==> config.mk <==
export PLATFORM = sky130hd
export DESIGN_NAME = nearest_point_on_rectangle_set_flat
export DESIGN_NICKNAME = d
export VERILOG_FILES = /design/src/hw/rtl/npr_pkg.sv /design/src/hw/rtl/npr_if.sv /design/src/hw/rtl/npr_table_mem.sv /design/src/hw/rtl/npr_eval.sv /design/src/hw/rtl/nearest_point_on_rectangle_set.sv /design/src/flat_wrapper.sv
export SDC_FILE = /design/constraint.sdc
export NUM_CORES = 2
export LEC_CHECK = 0
export BUFFER_PORTS_ARGS = -buffer_cell sky130_fd_sc_hd__buf_4
export CAP_MARGIN = 20
export CELL_PAD_IN_SITES_DETAIL_PLACEMENT = 1
export CELL_PAD_IN_SITES_GLOBAL_PLACEMENT = 2
export CORE_ASPECT_RATIO = 1.4
export CORE_UTILIZATION = 40
export DETAILED_ROUTE_END_ITERATION = 8
export GPL_ROUTABILITY_DRIVEN = 0
export GPL_TIMING_DRIVEN = 0
export PLACE_DENSITY_LB_ADDON = 0.1
export REMOVE_ABC_BUFFERS = 1
export SLEW_MARGIN = 20
export SYNTH_ARGS = -nofsm -noshare
export SYNTH_HDL_FRONTEND = slang
export SYNTH_SLANG_ARGS = --single-unit
==> constraint.sdc <==
create_clock -name clk -period 11.25 [get_ports clk]
set_input_delay 2.25 -clock clk [delete_from_list [all_inputs] [get_ports clk]]
set_output_delay 2.25 -clock clk [all_outputs]
set_load 0.005 [all_outputs]
==> src/hw/rtl/npr_pkg.sv <==
`default_nettype none
// ----------------------------------------------------------------------------
// npr_pkg
// Shared types, constants and helpers for the nearest point on rectangle set
// block.
// ----------------------------------------------------------------------------
package npr_pkg;

  // table geometry
  localparam int MAX_RECTS = 16;
  localparam int IDX_W     = (MAX_RECTS > 1) ? $clog2(MAX_RECTS) : 1;
  localparam int CNT_W     = $clog2(MAX_RECTS + 1);

  // field and datapath widths
  localparam int COORD_W = 16;           // signed Q12.4 coordinate
  localparam int SIZE_W  = 15;           // unsigned Q11.4 width or height
  localparam int EDGE_W  = COORD_W + 1;  // right and bottom edges
  localparam int DIFF_W  = EDGE_W + 1;   // candidate minus query point
  localparam int SQ_W    = 2 * DIFF_W - 2;
  localparam int DIST_W  = SQ_W + 1;

  localparam int COORD_MAX = 2 ** (COORD_W - 1) - 1;
  localparam int COORD_MIN = -(2 ** (COORD_W - 1));

  // command codes
  typedef enum logic [1:0] {
    FUNC_ADD   = 2'd0,
    FUNC_ERASE = 2'd1,
    FUNC_CLEAR = 2'd2,
    FUNC_QUERY = 2'd3
  } npr_func_t;

  // result status codes
  typedef enum logic [1:0] {
    ST_OK        = 2'd0,
    ST_FULL      = 2'd1,
    ST_BAD_INDEX = 2'd2
  } npr_status_t;

  // one stored rectangle
  typedef struct packed {
    logic signed [COORD_W-1:0] left;
    logic signed [COORD_W-1:0] top;
    logic        [SIZE_W-1:0]  wid;
    logic        [SIZE_W-1:0]  hgt;
  } npr_rect_t;

  // control from the sequencer to the evaluator
  typedef struct packed {
    logic start;   // clear running best at query start
    logic valid;   // read data holds a rectangle of the query sweep
  } npr_eval_ctl_t;

  // status from the evaluator back to the sequencer
  typedef struct packed {
    logic                     busy;
    logic                     have;
    logic                     hit;
    logic signed [EDGE_W-1:0] best_x;
    logic signed [EDGE_W-1:0] best_y;
  } npr_eval_res_t;

  // clamp an edge-width value into the coordinate range
  function automatic logic signed [COORD_W-1:0] sat_coord(
    input logic signed [EDGE_W-1:0] v
  );
    logic signed [EDGE_W-1:0] hi_lim;
    logic signed [EDGE_W-1:0] lo_lim;
    hi_lim = EDGE_W'(COORD_MAX);
    lo_lim = EDGE_W'(COORD_MIN);
    if (v > hi_lim) begin
      return COORD_W'(hi_lim);
    end else if (v < lo_lim) begin
      return COORD_W'(lo_lim);
    end else begin
      return COORD_W'(v);
    end
  endfunction

endpackage
`default_nettype wire

==> src/hw/rtl/npr_if.sv <==
`default_nettype none
// ----------------------------------------------------------------------------
// npr_in_if / npr_out_if
// Valid/ready channels for commands into and results out of the block.
// ----------------------------------------------------------------------------
interface npr_in_if;
  import npr_pkg::*;

  logic                      valid;
  logic                      ready;
  logic [1:0]                func;
  logic signed [COORD_W-1:0] coord_x;
  logic signed [COORD_W-1:0] coord_y;
  logic [SIZE_W-1:0]         rect_width;
  logic [SIZE_W-1:0]         rect_height;
  logic [3:0]                entry_index;

  modport source (
    output valid, func, coord_x, coord_y, rect_width, rect_height, entry_index,
    input  ready
  );
  modport sink (
    input  valid, func, coord_x, coord_y, rect_width, rect_height, entry_index,
    output ready
  );
endinterface

interface npr_out_if;
  import npr_pkg::*;

  logic                      valid;
  logic                      ready;
  logic signed [COORD_W-1:0] near_x;
  logic signed [COORD_W-1:0] near_y;
  logic                      contained;
  logic [1:0]                status;
  logic [4:0]                entry_count;

  modport source (
    output valid, near_x, near_y, contained, status, entry_count,
    input  ready
  );
  modport sink (
    input  valid, near_x, near_y, contained, status, entry_count,
    output ready
  );
endinterface
`default_nettype wire

==> src/hw/rtl/npr_table_mem.sv <==
`default_nettype none
// ----------------------------------------------------------------------------
// npr_table_mem
// Rectangle table: one write port, one read port with registered read data.
// ----------------------------------------------------------------------------
module npr_table_mem
  import npr_pkg::*;
(
  input  wire logic             clk,
  input  wire logic             we,
  input  wire logic [IDX_W-1:0] waddr,
  input  wire npr_rect_t        wdata,
  input  wire logic             re,
  input  wire logic [IDX_W-1:0] raddr,
  output npr_rect_t             rdata
);

  npr_rect_t mem [MAX_RECTS];

  // write port
  always_ff @(posedge clk) begin
    if (we) begin
      mem[waddr] <= wdata;
    end
  end

  // read port, registered read data
  always_ff @(posedge clk) begin
    if (re) begin
      rdata <= mem[raddr];
    end
  end

endmodule
`default_nettype wire

==> src/hw/rtl/npr_eval.sv <==
`default_nettype none
// ----------------------------------------------------------------------------
// npr_eval
// Per-rectangle candidate pipeline: edges, clamp or edge snap, squared
// distance, then running minimum and containment.
// ----------------------------------------------------------------------------
module npr_eval
  import npr_pkg::*;
(
  input  wire logic                      clk,
  input  wire logic                      rst,
  input  wire npr_eval_ctl_t             ctl,
  input  wire npr_rect_t                 rect,
  input  wire logic signed [COORD_W-1:0] px,
  input  wire logic signed [COORD_W-1:0] py,
  output npr_eval_res_t                  res
);

  // stage 1 registers
  logic                     v1;
  logic signed [EDGE_W-1:0] s1_left, s1_top, s1_right, s1_bottom;

  // stage 2 registers
  logic                     v2;
  logic                     s2_inside;
  logic signed [EDGE_W-1:0] s2_cx, s2_cy;

  // stage 3 registers
  logic                     v3;
  logic                     s3_inside;
  logic signed [EDGE_W-1:0] s3_cx, s3_cy;
  logic [SQ_W-1:0]          s3_sqx, s3_sqy;

  // running result
  logic                     have;
  logic                     inside_acc;
  logic [DIST_W-1:0]        best;
  logic signed [EDGE_W-1:0] best_x, best_y;

  // stage 1 comb
  logic signed [EDGE_W-1:0] right_c, bottom_c;

  // stage 2 comb
  logic signed [EDGE_W-1:0] px_e, py_e;
  logic signed [EDGE_W-1:0] dpx, dnx, dpy, dny;
  logic                     in_x, in_y, cont_c;
  logic signed [EDGE_W-1:0] cx_c, cy_c;
  logic signed [EDGE_W-1:0] clx_lo, cly_lo;

  // stage 3 comb
  logic signed [DIFF_W-1:0]   dx, dy;
  logic signed [2*DIFF_W-1:0] sqx_full, sqy_full;

  // stage 4 comb
  logic [DIST_W-1:0] sum_sq;

  // right and bottom edges
  always_comb begin
    right_c  = EDGE_W'(rect.left) + $signed({2'b00, rect.wid});
    bottom_c = EDGE_W'(rect.top)  + $signed({2'b00, rect.hgt});
  end

  always_ff @(posedge clk) begin
    s1_left   <= EDGE_W'(rect.left);
    s1_top    <= EDGE_W'(rect.top);
    s1_right  <= right_c;
    s1_bottom <= bottom_c;
  end

  // containment and candidate point
  always_comb begin
    px_e   = EDGE_W'(px);
    py_e   = EDGE_W'(py);
    cont_c = (s1_left <= px_e) && (px_e < s1_right) &&
             (s1_top <= py_e) && (py_e < s1_bottom);
    in_x   = (s1_left < px_e) && (px_e < s1_right);
    in_y   = (s1_top < py_e) && (py_e < s1_bottom);
    dpx    = s1_right - px_e;
    dnx    = px_e - s1_left;
    dpy    = s1_bottom - py_e;
    dny    = py_e - s1_top;
    clx_lo = (px_e < s1_right) ? px_e : s1_right;
    cly_lo = (py_e < s1_bottom) ? py_e : s1_bottom;
    if (!(in_x && in_y)) begin
      // outside or on the border: clamp into the box
      cx_c = (s1_left > clx_lo) ? s1_left : clx_lo;
      cy_c = (s1_top > cly_lo) ? s1_top : cly_lo;
    end else if (dpx <= dnx && dpx <= dpy && dpx <= dny) begin
      cx_c = s1_right;
      cy_c = py_e;
    end else if (dnx <= dpy && dnx <= dny) begin
      cx_c = s1_left;
      cy_c = py_e;
    end else if (dpy <= dny) begin
      cx_c = px_e;
      cy_c = s1_bottom;
    end else begin
      cx_c = px_e;
      cy_c = s1_top;
    end
  end

  always_ff @(posedge clk) begin
    s2_inside <= cont_c;
    s2_cx     <= cx_c;
    s2_cy     <= cy_c;
  end

  // squared offsets
  always_comb begin
    dx       = DIFF_W'(s2_cx) - DIFF_W'(px);
    dy       = DIFF_W'(s2_cy) - DIFF_W'(py);
    sqx_full = dx * dx;
    sqy_full = dy * dy;
  end

  always_ff @(posedge clk) begin
    s3_inside <= s2_inside;
    s3_cx     <= s2_cx;
    s3_cy     <= s2_cy;
    s3_sqx    <= sqx_full[SQ_W-1:0];
    s3_sqy    <= sqy_full[SQ_W-1:0];
  end

  // distance sum
  assign sum_sq = DIST_W'(s3_sqx) + DIST_W'(s3_sqy);

  // running minimum, first one wins a tie
  always_ff @(posedge clk) begin
    if (v3 && (!have || sum_sq < best)) begin
      best   <= sum_sq;
      best_x <= s3_cx;
      best_y <= s3_cy;
    end
  end

  // valid pipe and accumulator flags
  always_ff @(posedge clk) begin
    if (rst) begin
      v1         <= 1'b0;
      v2         <= 1'b0;
      v3         <= 1'b0;
      have       <= 1'b0;
      inside_acc <= 1'b0;
    end else begin
      v1 <= ctl.valid;
      v2 <= v1;
      v3 <= v2;
      if (ctl.start) begin
        have       <= 1'b0;
        inside_acc <= 1'b0;
      end else if (v3) begin
        have       <= 1'b1;
        inside_acc <= inside_acc | s3_inside;
      end
    end
  end

  always_comb begin
    res.busy   = v1 | v2 | v3;
    res.have   = have;
    res.hit    = inside_acc;
    res.best_x = best_x;
    res.best_y = best_y;
  end

endmodule
`default_nettype wire

==> src/hw/rtl/nearest_point_on_rectangle_set.sv <==
`default_nettype none
// ----------------------------------------------------------------------------
// nearest_point_on_rectangle_set
// Rectangle table with add, erase and clear commands and a nearest point
// plus containment query over all stored rectangles.
// ----------------------------------------------------------------------------
// Sequence, input transfer to result valid: add, clear and a rejected erase
//   pass S_EXEC and S_DONE; erase alternates S_SHR and S_SHW over the entries
//   above entry_index; query reads each stored rectangle, then drains the eval.
// Throughput: one command at a time; the single table read port paces the
//   query sweep at one rectangle per cycle; erase reads, then writes, each
//   moved entry. A new command is taken while a result waits to transfer.
// Reset: rst clears the count and all control; table contents are not reset.
// ----------------------------------------------------------------------------
module nearest_point_on_rectangle_set
  import npr_pkg::*;
(
  input  wire logic clk,
  input  wire logic rst,
  npr_in_if.sink    in_ch,
  npr_out_if.source out_ch
);

  typedef enum logic [6:0] {
    S_IDLE   = 7'b0000001,
    S_EXEC   = 7'b0000010,
    S_SHR    = 7'b0000100,
    S_SHW    = 7'b0001000,
    S_QRD    = 7'b0010000,
    S_QDRAIN = 7'b0100000,
    S_DONE   = 7'b1000000
  } state_t;

  state_t state;

  // table count and sweep pointers
  logic [CNT_W-1:0] count;
  logic [IDX_W-1:0] ptr;
  logic [CNT_W-1:0] qptr;
  logic             qread_q;

  // latched command
  npr_func_t                 cmd_func;
  logic signed [COORD_W-1:0] cmd_x, cmd_y;
  logic [SIZE_W-1:0]         cmd_w, cmd_h;
  logic [3:0]                cmd_idx;

  // pending result
  logic signed [COORD_W-1:0] res_x, res_y;
  logic                      res_in;
  npr_status_t               res_status;

  // output register
  logic                      out_valid;
  logic signed [COORD_W-1:0] out_x, out_y;
  logic                      out_in;
  npr_status_t               out_status;
  logic [4:0]                out_count;

  // memory ports
  logic             mem_we, mem_re;
  logic [IDX_W-1:0] mem_waddr, mem_raddr;
  npr_rect_t        mem_wdata, mem_rdata;

  npr_eval_ctl_t ev_ctl;
  npr_eval_res_t ev_res;

  logic in_xfer;
  logic table_full;
  logic bad_index;
  logic shift_more;
  logic q_more;

  assign in_ch.ready = (state == S_IDLE);
  assign in_xfer     = in_ch.valid & in_ch.ready;
  assign table_full  = (32'(count) >= 32'(MAX_RECTS));
  assign bad_index   = (32'(cmd_idx) >= 32'(count));
  assign shift_more  = (CNT_W'(ptr) + CNT_W'(1)) < count;
  assign q_more      = qptr < count;

  // memory and evaluator control
  always_comb begin
    mem_we       = 1'b0;
    mem_re       = 1'b0;
    mem_waddr    = ptr;
    mem_raddr    = ptr + IDX_W'(1);
    mem_wdata    = mem_rdata;
    ev_ctl.start = 1'b0;
    ev_ctl.valid = qread_q;
    unique case (state)
      S_EXEC: begin
        if (cmd_func == FUNC_ADD && !table_full) begin
          mem_we         = 1'b1;
          mem_waddr      = count[IDX_W-1:0];
          mem_wdata.left = cmd_x;
          mem_wdata.top  = cmd_y;
          mem_wdata.wid  = cmd_w;
          mem_wdata.hgt  = cmd_h;
        end
        ev_ctl.start = (cmd_func == FUNC_QUERY);
      end
      S_SHR: begin
        mem_re = shift_more;
      end
      S_SHW: begin
        // read of ptr+1 finished last cycle, no overlap with this write
        mem_we = 1'b1;
      end
      S_QRD: begin
        mem_re    = q_more;
        mem_raddr = qptr[IDX_W-1:0];
      end
      S_IDLE, S_QDRAIN, S_DONE: begin
      end
      default: begin
      end
    endcase
  end

  // command latch
  always_ff @(posedge clk) begin
    if (in_xfer) begin
      cmd_func <= npr_func_t'(in_ch.func);
      cmd_x    <= in_ch.coord_x;
      cmd_y    <= in_ch.coord_y;
      cmd_w    <= in_ch.rect_width;
      cmd_h    <= in_ch.rect_height;
      cmd_idx  <= in_ch.entry_index;
    end
  end

  // sequencer
  always_ff @(posedge clk) begin
    if (rst) begin
      state     <= S_IDLE;
      count     <= '0;
      qread_q   <= 1'b0;
      out_valid <= 1'b0;
    end else begin
      qread_q <= (state == S_QRD) && q_more;
      // a transfer empties the output register unless a new result moves in
      if (out_ch.ready && state != S_DONE) begin
        out_valid <= 1'b0;
      end
      unique case (state)
        S_IDLE: begin
          if (in_xfer) begin
            state <= S_EXEC;
          end
        end
        S_EXEC: begin
          res_x      <= '0;
          res_y      <= '0;
          res_in     <= 1'b0;
          case (cmd_func)
            FUNC_ADD: begin
              if (table_full) begin
                res_status <= ST_FULL;
              end else begin
                res_status <= ST_OK;
                count      <= count + CNT_W'(1);
              end
              state <= S_DONE;
            end
            FUNC_ERASE: begin
              if (bad_index) begin
                res_status <= ST_BAD_INDEX;
                state      <= S_DONE;
              end else begin
                res_status <= ST_OK;
                ptr        <= IDX_W'(cmd_idx);
                state      <= S_SHR;
              end
            end
            FUNC_CLEAR: begin
              res_status <= ST_OK;
              count      <= '0;
              state      <= S_DONE;
            end
            default: begin
              res_status <= ST_OK;
              qptr       <= '0;
              state      <= S_QRD;
            end
          endcase
        end
        S_SHR: begin
          if (shift_more) begin
            state <= S_SHW;
          end else begin
            count <= count - CNT_W'(1);
            state <= S_DONE;
          end
        end
        S_SHW: begin
          ptr   <= ptr + IDX_W'(1);
          state <= S_SHR;
        end
        S_QRD: begin
          if (q_more) begin
            qptr <= qptr + CNT_W'(1);
          end else begin
            state <= S_QDRAIN;
          end
        end
        S_QDRAIN: begin
          if (!qread_q && !ev_res.busy) begin
            res_in <= ev_res.hit;
            if (ev_res.have) begin
              res_x <= sat_coord(ev_res.best_x);
              res_y <= sat_coord(ev_res.best_y);
            end else begin
              res_x <= cmd_x;
              res_y <= cmd_y;
            end
            state <= S_DONE;
          end
        end
        S_DONE: begin
          if (!out_valid || out_ch.ready) begin
            out_valid <= 1'b1;
            state     <= S_IDLE;
          end
        end
        default: begin
          state <= S_IDLE;
        end
      endcase
    end
  end

  // output payload register
  always_ff @(posedge clk) begin
    if (state == S_DONE && (!out_valid || out_ch.ready)) begin
      out_x      <= res_x;
      out_y      <= res_y;
      out_in     <= res_in;
      out_status <= res_status;
      out_count  <= 5'(count);
    end
  end

  assign out_ch.valid       = out_valid;
  assign out_ch.near_x      = out_x;
  assign out_ch.near_y      = out_y;
  assign out_ch.contained   = out_in;
  assign out_ch.status      = out_status;
  assign out_ch.entry_count = out_count;

  npr_table_mem u_mem (
    .clk   (clk),
    .we    (mem_we),
    .waddr (mem_waddr),
    .wdata (mem_wdata),
    .re    (mem_re),
    .raddr (mem_raddr),
    .rdata (mem_rdata)
  );

  npr_eval u_eval (
    .clk  (clk),
    .rst  (rst),
    .ctl  (ev_ctl),
    .rect (mem_rdata),
    .px   (cmd_x),
    .py   (cmd_y),
    .res  (ev_res)
  );

  // table never holds more than its capacity
  a_count_max: assert property (@(posedge clk) disable iff (rst)
    32'(count) <= 32'(MAX_RECTS))
    else $error("rectangle count above capacity");

  // evaluator pipeline is empty whenever a new command can be taken
  a_eval_idle: assert property (@(posedge clk) disable iff (rst)
    (state == S_IDLE) |-> (!ev_res.busy && !qread_q))
    else $error("evaluator busy while idle");

  // no table write while a query sweeps the table
  a_no_write_query: assert property (@(posedge clk) disable iff (rst)
    (state == S_QRD || state == S_QDRAIN) |-> !mem_we)
    else $error("table write during query");

endmodule
`default_nettype wire

==> src/flat_wrapper.sv <==
// flat-port wrapper written by rule: the top's interface ports become plain ports
module nearest_point_on_rectangle_set_flat import npr_pkg::*;
  (clk, rst, in_ch_valid, in_ch_func, in_ch_coord_x, in_ch_coord_y, in_ch_rect_width, in_ch_rect_height, in_ch_entry_index, in_ch_ready, out_ch_valid, out_ch_near_x, out_ch_near_y, out_ch_contained, out_ch_status, out_ch_entry_count, out_ch_ready);
  npr_in_if in_ch_i ();
  npr_out_if out_ch_i ();
  input  wire logic clk;
  input  wire logic rst;
  input wire logic [$bits(in_ch_i.valid)-1:0] in_ch_valid;
  input wire logic [$bits(in_ch_i.func)-1:0] in_ch_func;
  input wire logic [$bits(in_ch_i.coord_x)-1:0] in_ch_coord_x;
  input wire logic [$bits(in_ch_i.coord_y)-1:0] in_ch_coord_y;
  input wire logic [$bits(in_ch_i.rect_width)-1:0] in_ch_rect_width;
  input wire logic [$bits(in_ch_i.rect_height)-1:0] in_ch_rect_height;
  input wire logic [$bits(in_ch_i.entry_index)-1:0] in_ch_entry_index;
  output wire logic [$bits(in_ch_i.ready)-1:0] in_ch_ready;
  output wire logic [$bits(out_ch_i.valid)-1:0] out_ch_valid;
  output wire logic [$bits(out_ch_i.near_x)-1:0] out_ch_near_x;
  output wire logic [$bits(out_ch_i.near_y)-1:0] out_ch_near_y;
  output wire logic [$bits(out_ch_i.contained)-1:0] out_ch_contained;
  output wire logic [$bits(out_ch_i.status)-1:0] out_ch_status;
  output wire logic [$bits(out_ch_i.entry_count)-1:0] out_ch_entry_count;
  input wire logic [$bits(out_ch_i.ready)-1:0] out_ch_ready;
  assign in_ch_i.valid = in_ch_valid;
  assign in_ch_i.func = in_ch_func;
  assign in_ch_i.coord_x = in_ch_coord_x;
  assign in_ch_i.coord_y = in_ch_coord_y;
  assign in_ch_i.rect_width = in_ch_rect_width;
  assign in_ch_i.rect_height = in_ch_rect_height;
  assign in_ch_i.entry_index = in_ch_entry_index;
  assign in_ch_ready = in_ch_i.ready;
  assign out_ch_valid = out_ch_i.valid;
  assign out_ch_near_x = out_ch_i.near_x;
  assign out_ch_near_y = out_ch_i.near_y;
  assign out_ch_contained = out_ch_i.contained;
  assign out_ch_status = out_ch_i.status;
  assign out_ch_entry_count = out_ch_i.entry_count;
  assign out_ch_i.ready = out_ch_ready;
  nearest_point_on_rectangle_set u_core (.clk(clk), .rst(rst), .in_ch(in_ch_i), .out_ch(out_ch_i));
endmodule
==> impl_metrics.yaml <==
synth:
  netlist.area_leader.share: 0.439
  synth.yosys.seq_area_share: 0.489
  xor_and_xnor_area_share_after_synthesis: 0.0221
  synth-main-ff-cell: "sky130_fd_sc_hd__edfxtp_1"
  syn_area_per_cell_sq_um: 13.1
  basic_gate_share_of_the_synthesized_area_counting_and_or_nand_and_nor_cells: 0.0668
  ys_seq_elements: 1496
  synth_compound_area_frac: 0.0712
  synthDominantAreaCellType: "sky130_fd_sc_hd__edfxtp_1"
  synth_mux_area_frac: 0.0892
  synth_adder_area_share: 0.210
  largest_family_of_logic_cells_by_synthesized_area: "adder cells"
  mappedNetlistArea_sq_mm: 0.0873
  synth_edf_count: 1275
  syn_inst: 6644
  synthArstFlopShare: 0
  top_cells_by_area_in_the_synthesized_netlist: "sky130_fd_sc_hd__edfxtp_1, sky130_fd_sc_hd__fa_1, sky130_fd_sc_hd__ha_1, sky130_fd_sc_hd__mux4_2, sky130_fd_sc_hd__dfxtp_1"
  ys_types: 91
  synthesis_warnings: 0
die:
  die_area_sq_mm: 0.220
  placement_rows: 202
  die_w_um: 397
  io_pins: 114
  std_cell_core_area_sq_mm: 0.217
  die_height_um: 555
  initial_core_util: 0.403
global_routing:
  number_of_antenna_violations_at_the_first_check_in_global_routing: 3
  grt_pass1_vias: 58782
  grt_max_degree: 40
  global_route.usage.total: 0.237
  first_pass_grt_wire_length_um: 385000
  overflow: 0
placement:
  place.port_buffers: 113
  dpl_cell_area_sq_mm: 0.0956
  placed_cells: 9597
  placement.setup.worst_slack_ns: -0.0614
  dp_hpwl_um: 196000
clock_tree:
  worst_setup_hold_path_clk_slew_ns: 0.08
  tritoncts.num_buffers: 160
  worstSkewPairLatency_ns: 0.80
  clockBufferDepth: 4
  cts_setup_buffers: 0
  cts_tree: "yes"
  htreeDepth: 4
  clock_sinks: 1496
  root_buffer: "sky130_fd_sc_hd__clkbuf_16"
detailed_routing:
  initialDrtViolationCount: 2662
  via_per_inst: 5.39
  wl_per_cell_um: 26.2
  detailedRoute.firstPassIterationCount: 9
  route.vias.total: 53205
  drt_wl_total_um: 258000
  final_routed_drc_violation_total: 18
  drt.antenna.violating_nets: 0
worst_setup_path:
  arrival_time_reported_for_the_critical_path_endpoint_ns: 11.14
  timing.rr.start: "u_core.cmd_x[1]$_DFFE_PP_"
  end_kind: "register"
  critical_path_launch_point_type: "register"
  critical-path-top-cell-by-count: "sky130_fd_sc_hd__fa_1"
  delay_of_the_slowest_critical_path_stage_ns: 0.78
  critical_path.startpoint: "u_core.cmd_x[1]$_DFFE_PP_"
  reg2reg_depth: 28
  cp_slowest_cell: "sky130_fd_sc_hd__xnor2_1"
  setup.worst_path.class: "reg2reg"
  cp_max_fo: 15
  timing.critical_path.required_ns: 11.87
  worstReg2RegEnd: "u_core.u_eval.s3_sqx[33]$_DFF_P_"
  setup.reg_to_reg.worst_slack_ns: 0.73
  worst_setup_path_endpoint: "u_core.u_eval.s3_sqx[33]$_DFF_P_"
timing:
  min_period_over_period: 0.935
  post-route-min-period_ns: 10.52
  finalHoldViolCount: 0
  worst_slew_pin_slew_ns: 1.17
  max-slew-margin-rel: 0.215
  fin_worst_skew_ns: 0.0674
  slew_violations: 0
  timing.fmax_mhz: 95.1
  setup_slack_ns: 0.730
  grt_setup_unrepaired: "no"
  timing.final.setup_violations: 0
finish:
  multi_input_area_sq_mm: 0.0406
  syn_to_final_growth_pct: 15.3
  nNetsFinal: 8096
  num-fill-cells: 21718
  layout.cells.most_common: "sky130_fd_sc_hd__edfxtp_1"
  sequential_cell_area_sq_mm: 0.0427
  final_layout_size_suffix_gt1_frac: 0.136
  layout.cells.most_common_list: "sky130_fd_sc_hd__edfxtp_1, sky130_fd_sc_hd__inv_1, sky130_fd_sc_hd__fa_1"
  final_cell_utilization_of_the_core: 0.465
  fin_area_sq_mm: 0.101
  final_cells: 9874
status:
  status: "complete, but fails checks"
  violations: "DRC"
hold_path:
  worst_hold_path_class: "reg2reg"
job:
  maxCapViolCount: 0
## synthesized netlist by cell type (32+ instances only)
master,instances
sky130_fd_sc_hd__a211oi_1,123
sky130_fd_sc_hd__a21o_1,92
sky130_fd_sc_hd__a21oi_1,274
sky130_fd_sc_hd__a31oi_1,37
sky130_fd_sc_hd__and2_1,32
sky130_fd_sc_hd__buf_2,49
sky130_fd_sc_hd__clkbuf_1,126
sky130_fd_sc_hd__dfxtp_1,221
sky130_fd_sc_hd__edfxtp_1,1275
sky130_fd_sc_hd__fa_1,576
sky130_fd_sc_hd__ha_1,542
sky130_fd_sc_hd__inv_1,941
sky130_fd_sc_hd__mux2_2,37
sky130_fd_sc_hd__mux2i_1,134
sky130_fd_sc_hd__mux4_2,248
sky130_fd_sc_hd__nand2_1,379
sky130_fd_sc_hd__nand2b_1,34
sky130_fd_sc_hd__nand3_1,61
sky130_fd_sc_hd__nand4_1,43
sky130_fd_sc_hd__nor2_1,386
sky130_fd_sc_hd__nor2b_1,120
sky130_fd_sc_hd__nor3_1,66
sky130_fd_sc_hd__o21a_1,48
sky130_fd_sc_hd__o21ai_0,175
sky130_fd_sc_hd__xnor2_1,160
sky130_fd_sc_hd__xor2_1,60
## flip-flops by register name (all words and copies together) (netlist names), 17 cells and up
signal and count:
u_core.u_eval.s2_cx 17, u_core.u_eval.best_x 17, u_core.u_eval.s3_sqy 33, u_core.u_eval.s1_right 17, u_core.u_eval.best 35, u_core.u_eval.best_y 17
u_core.u_eval.s3_sqx 33, u_core.u_eval.s3_cy 17, u_core.u_mem.rdata 62, u_core.u_eval.s1_bottom 17, u_core.u_eval.s2_cy 17, u_core.u_mem.mem 992
u_core.u_eval.s3_cx 17
## repair_timing
| item | in CTS | in global routing |
|---|---|---|
| gates cloned | 0 | 1 |
| gates resized for setup | 2 | 9 |
| hold buffers | 0 | 0 |
| endpoints found under the setup margin | 3 | 5 |
## logic make-up (layout without fill, tap and decap cells)
kind of cell | Yosys count | after routing
DFF | 1496 | 1496
and+or+nand+nor | 1244 | 1244
buffers and inverters | 1156 | 1529
adders and majority gates | 1118 | 1118
AOI/OAI and AO/OA | 962 | 962
muxes | 448 | 448
xor gates and xnor gates | 220 | 220
other | 0 | 1
## area by class of cell
cell class                      instances  share of cell area
Antenna cell                            1           0.0000249
Timing Repair inverter                  1           0.0000497
Sequential cell                      1496               0.424
Tap cell                             2856              0.0355
Multi-Input combinational cell       3992               0.403
Timing Repair Buffer                  306              0.0519
Inverter                              949              0.0355
Clock buffer                          194              0.0422
Clock inverter                         79             0.00743
## critical path, delay by kind of cell, from the launching register on
| family | cells | cell delay (ns) |
|---|---|---|
| adder cells (fa/ha/maj) | 8 | 3.91 |
| AO/OA/AOI/OAI | 11 | 2.98 |
| XOR/XNOR | 2 | 1.20 |
| buffers and inverters | 5 | 1.17 |
| flip-flops | 1 | 0.59 |
| AND/OR/NAND/NOR | 2 | 0.49 |
## per-layer routing
layer | wire length [um] | track usage | vias to the layer above | share of wire
met1 | 108000 | 0.295 | 27997 | 0.42
met2 | 137000 | 0.434 | 823 | 0.53
li1 | - | - | 24064 | -
met4 | 7310 | 0.0655 | 4 | 0.028
met5 | 26 | 0 | - | 0.00010
met3 | 6650 | 0.0213 | 317 | 0.026
## metrics by stage
| step | hold WS [ns] | TNS, ns |
|---|---|---|
| after global routing | 0.322 | 0 |
| after floorplan | 0.310 | -232.93 |
| after detailed placement | 0.347 | -0.0614 |
| final | 0.328 | 0 |
| after global placement | 0.338 | -3438.41 |
| after CTS | 0.323 | 0 |
## how the worst min path moves through the flow
stage,cells after the start,from,slack (ns),end
6_report,0,u_core.u_eval.s2_cy[2]$_DFF_P_,0.33,u_core.u_eval.s3_cy[2]$_DFF_P_
5_1_grt,0,u_core.u_eval.s2_cy[6]$_DFF_P_,0.32,u_core.u_eval.s3_cy[6]$_DFF_P_
4_1_cts,0,u_core.u_eval.s2_cy[6]$_DFF_P_,0.32,u_core.u_eval.s3_cy[6]$_DFF_P_
3_5_place_dp,0,u_core.u_eval.s2_cx[3]$_DFF_P_,0.35,u_core.u_eval.s3_cx[3]$_DFF_P_
3_3_place_gp,0,u_core.u_eval.s2_inside$_DFF_P_,0.34,u_core.u_eval.s3_inside$_DFF_P_
2_1_floorplan,0,u_core.u_eval.s2_inside$_DFF_P_,0.31,u_core.u_eval.s3_inside$_DFF_P_
Power is not shown: default switching activity piles up to over one toggle a cycle in this logic, so the estimate is an artifact.
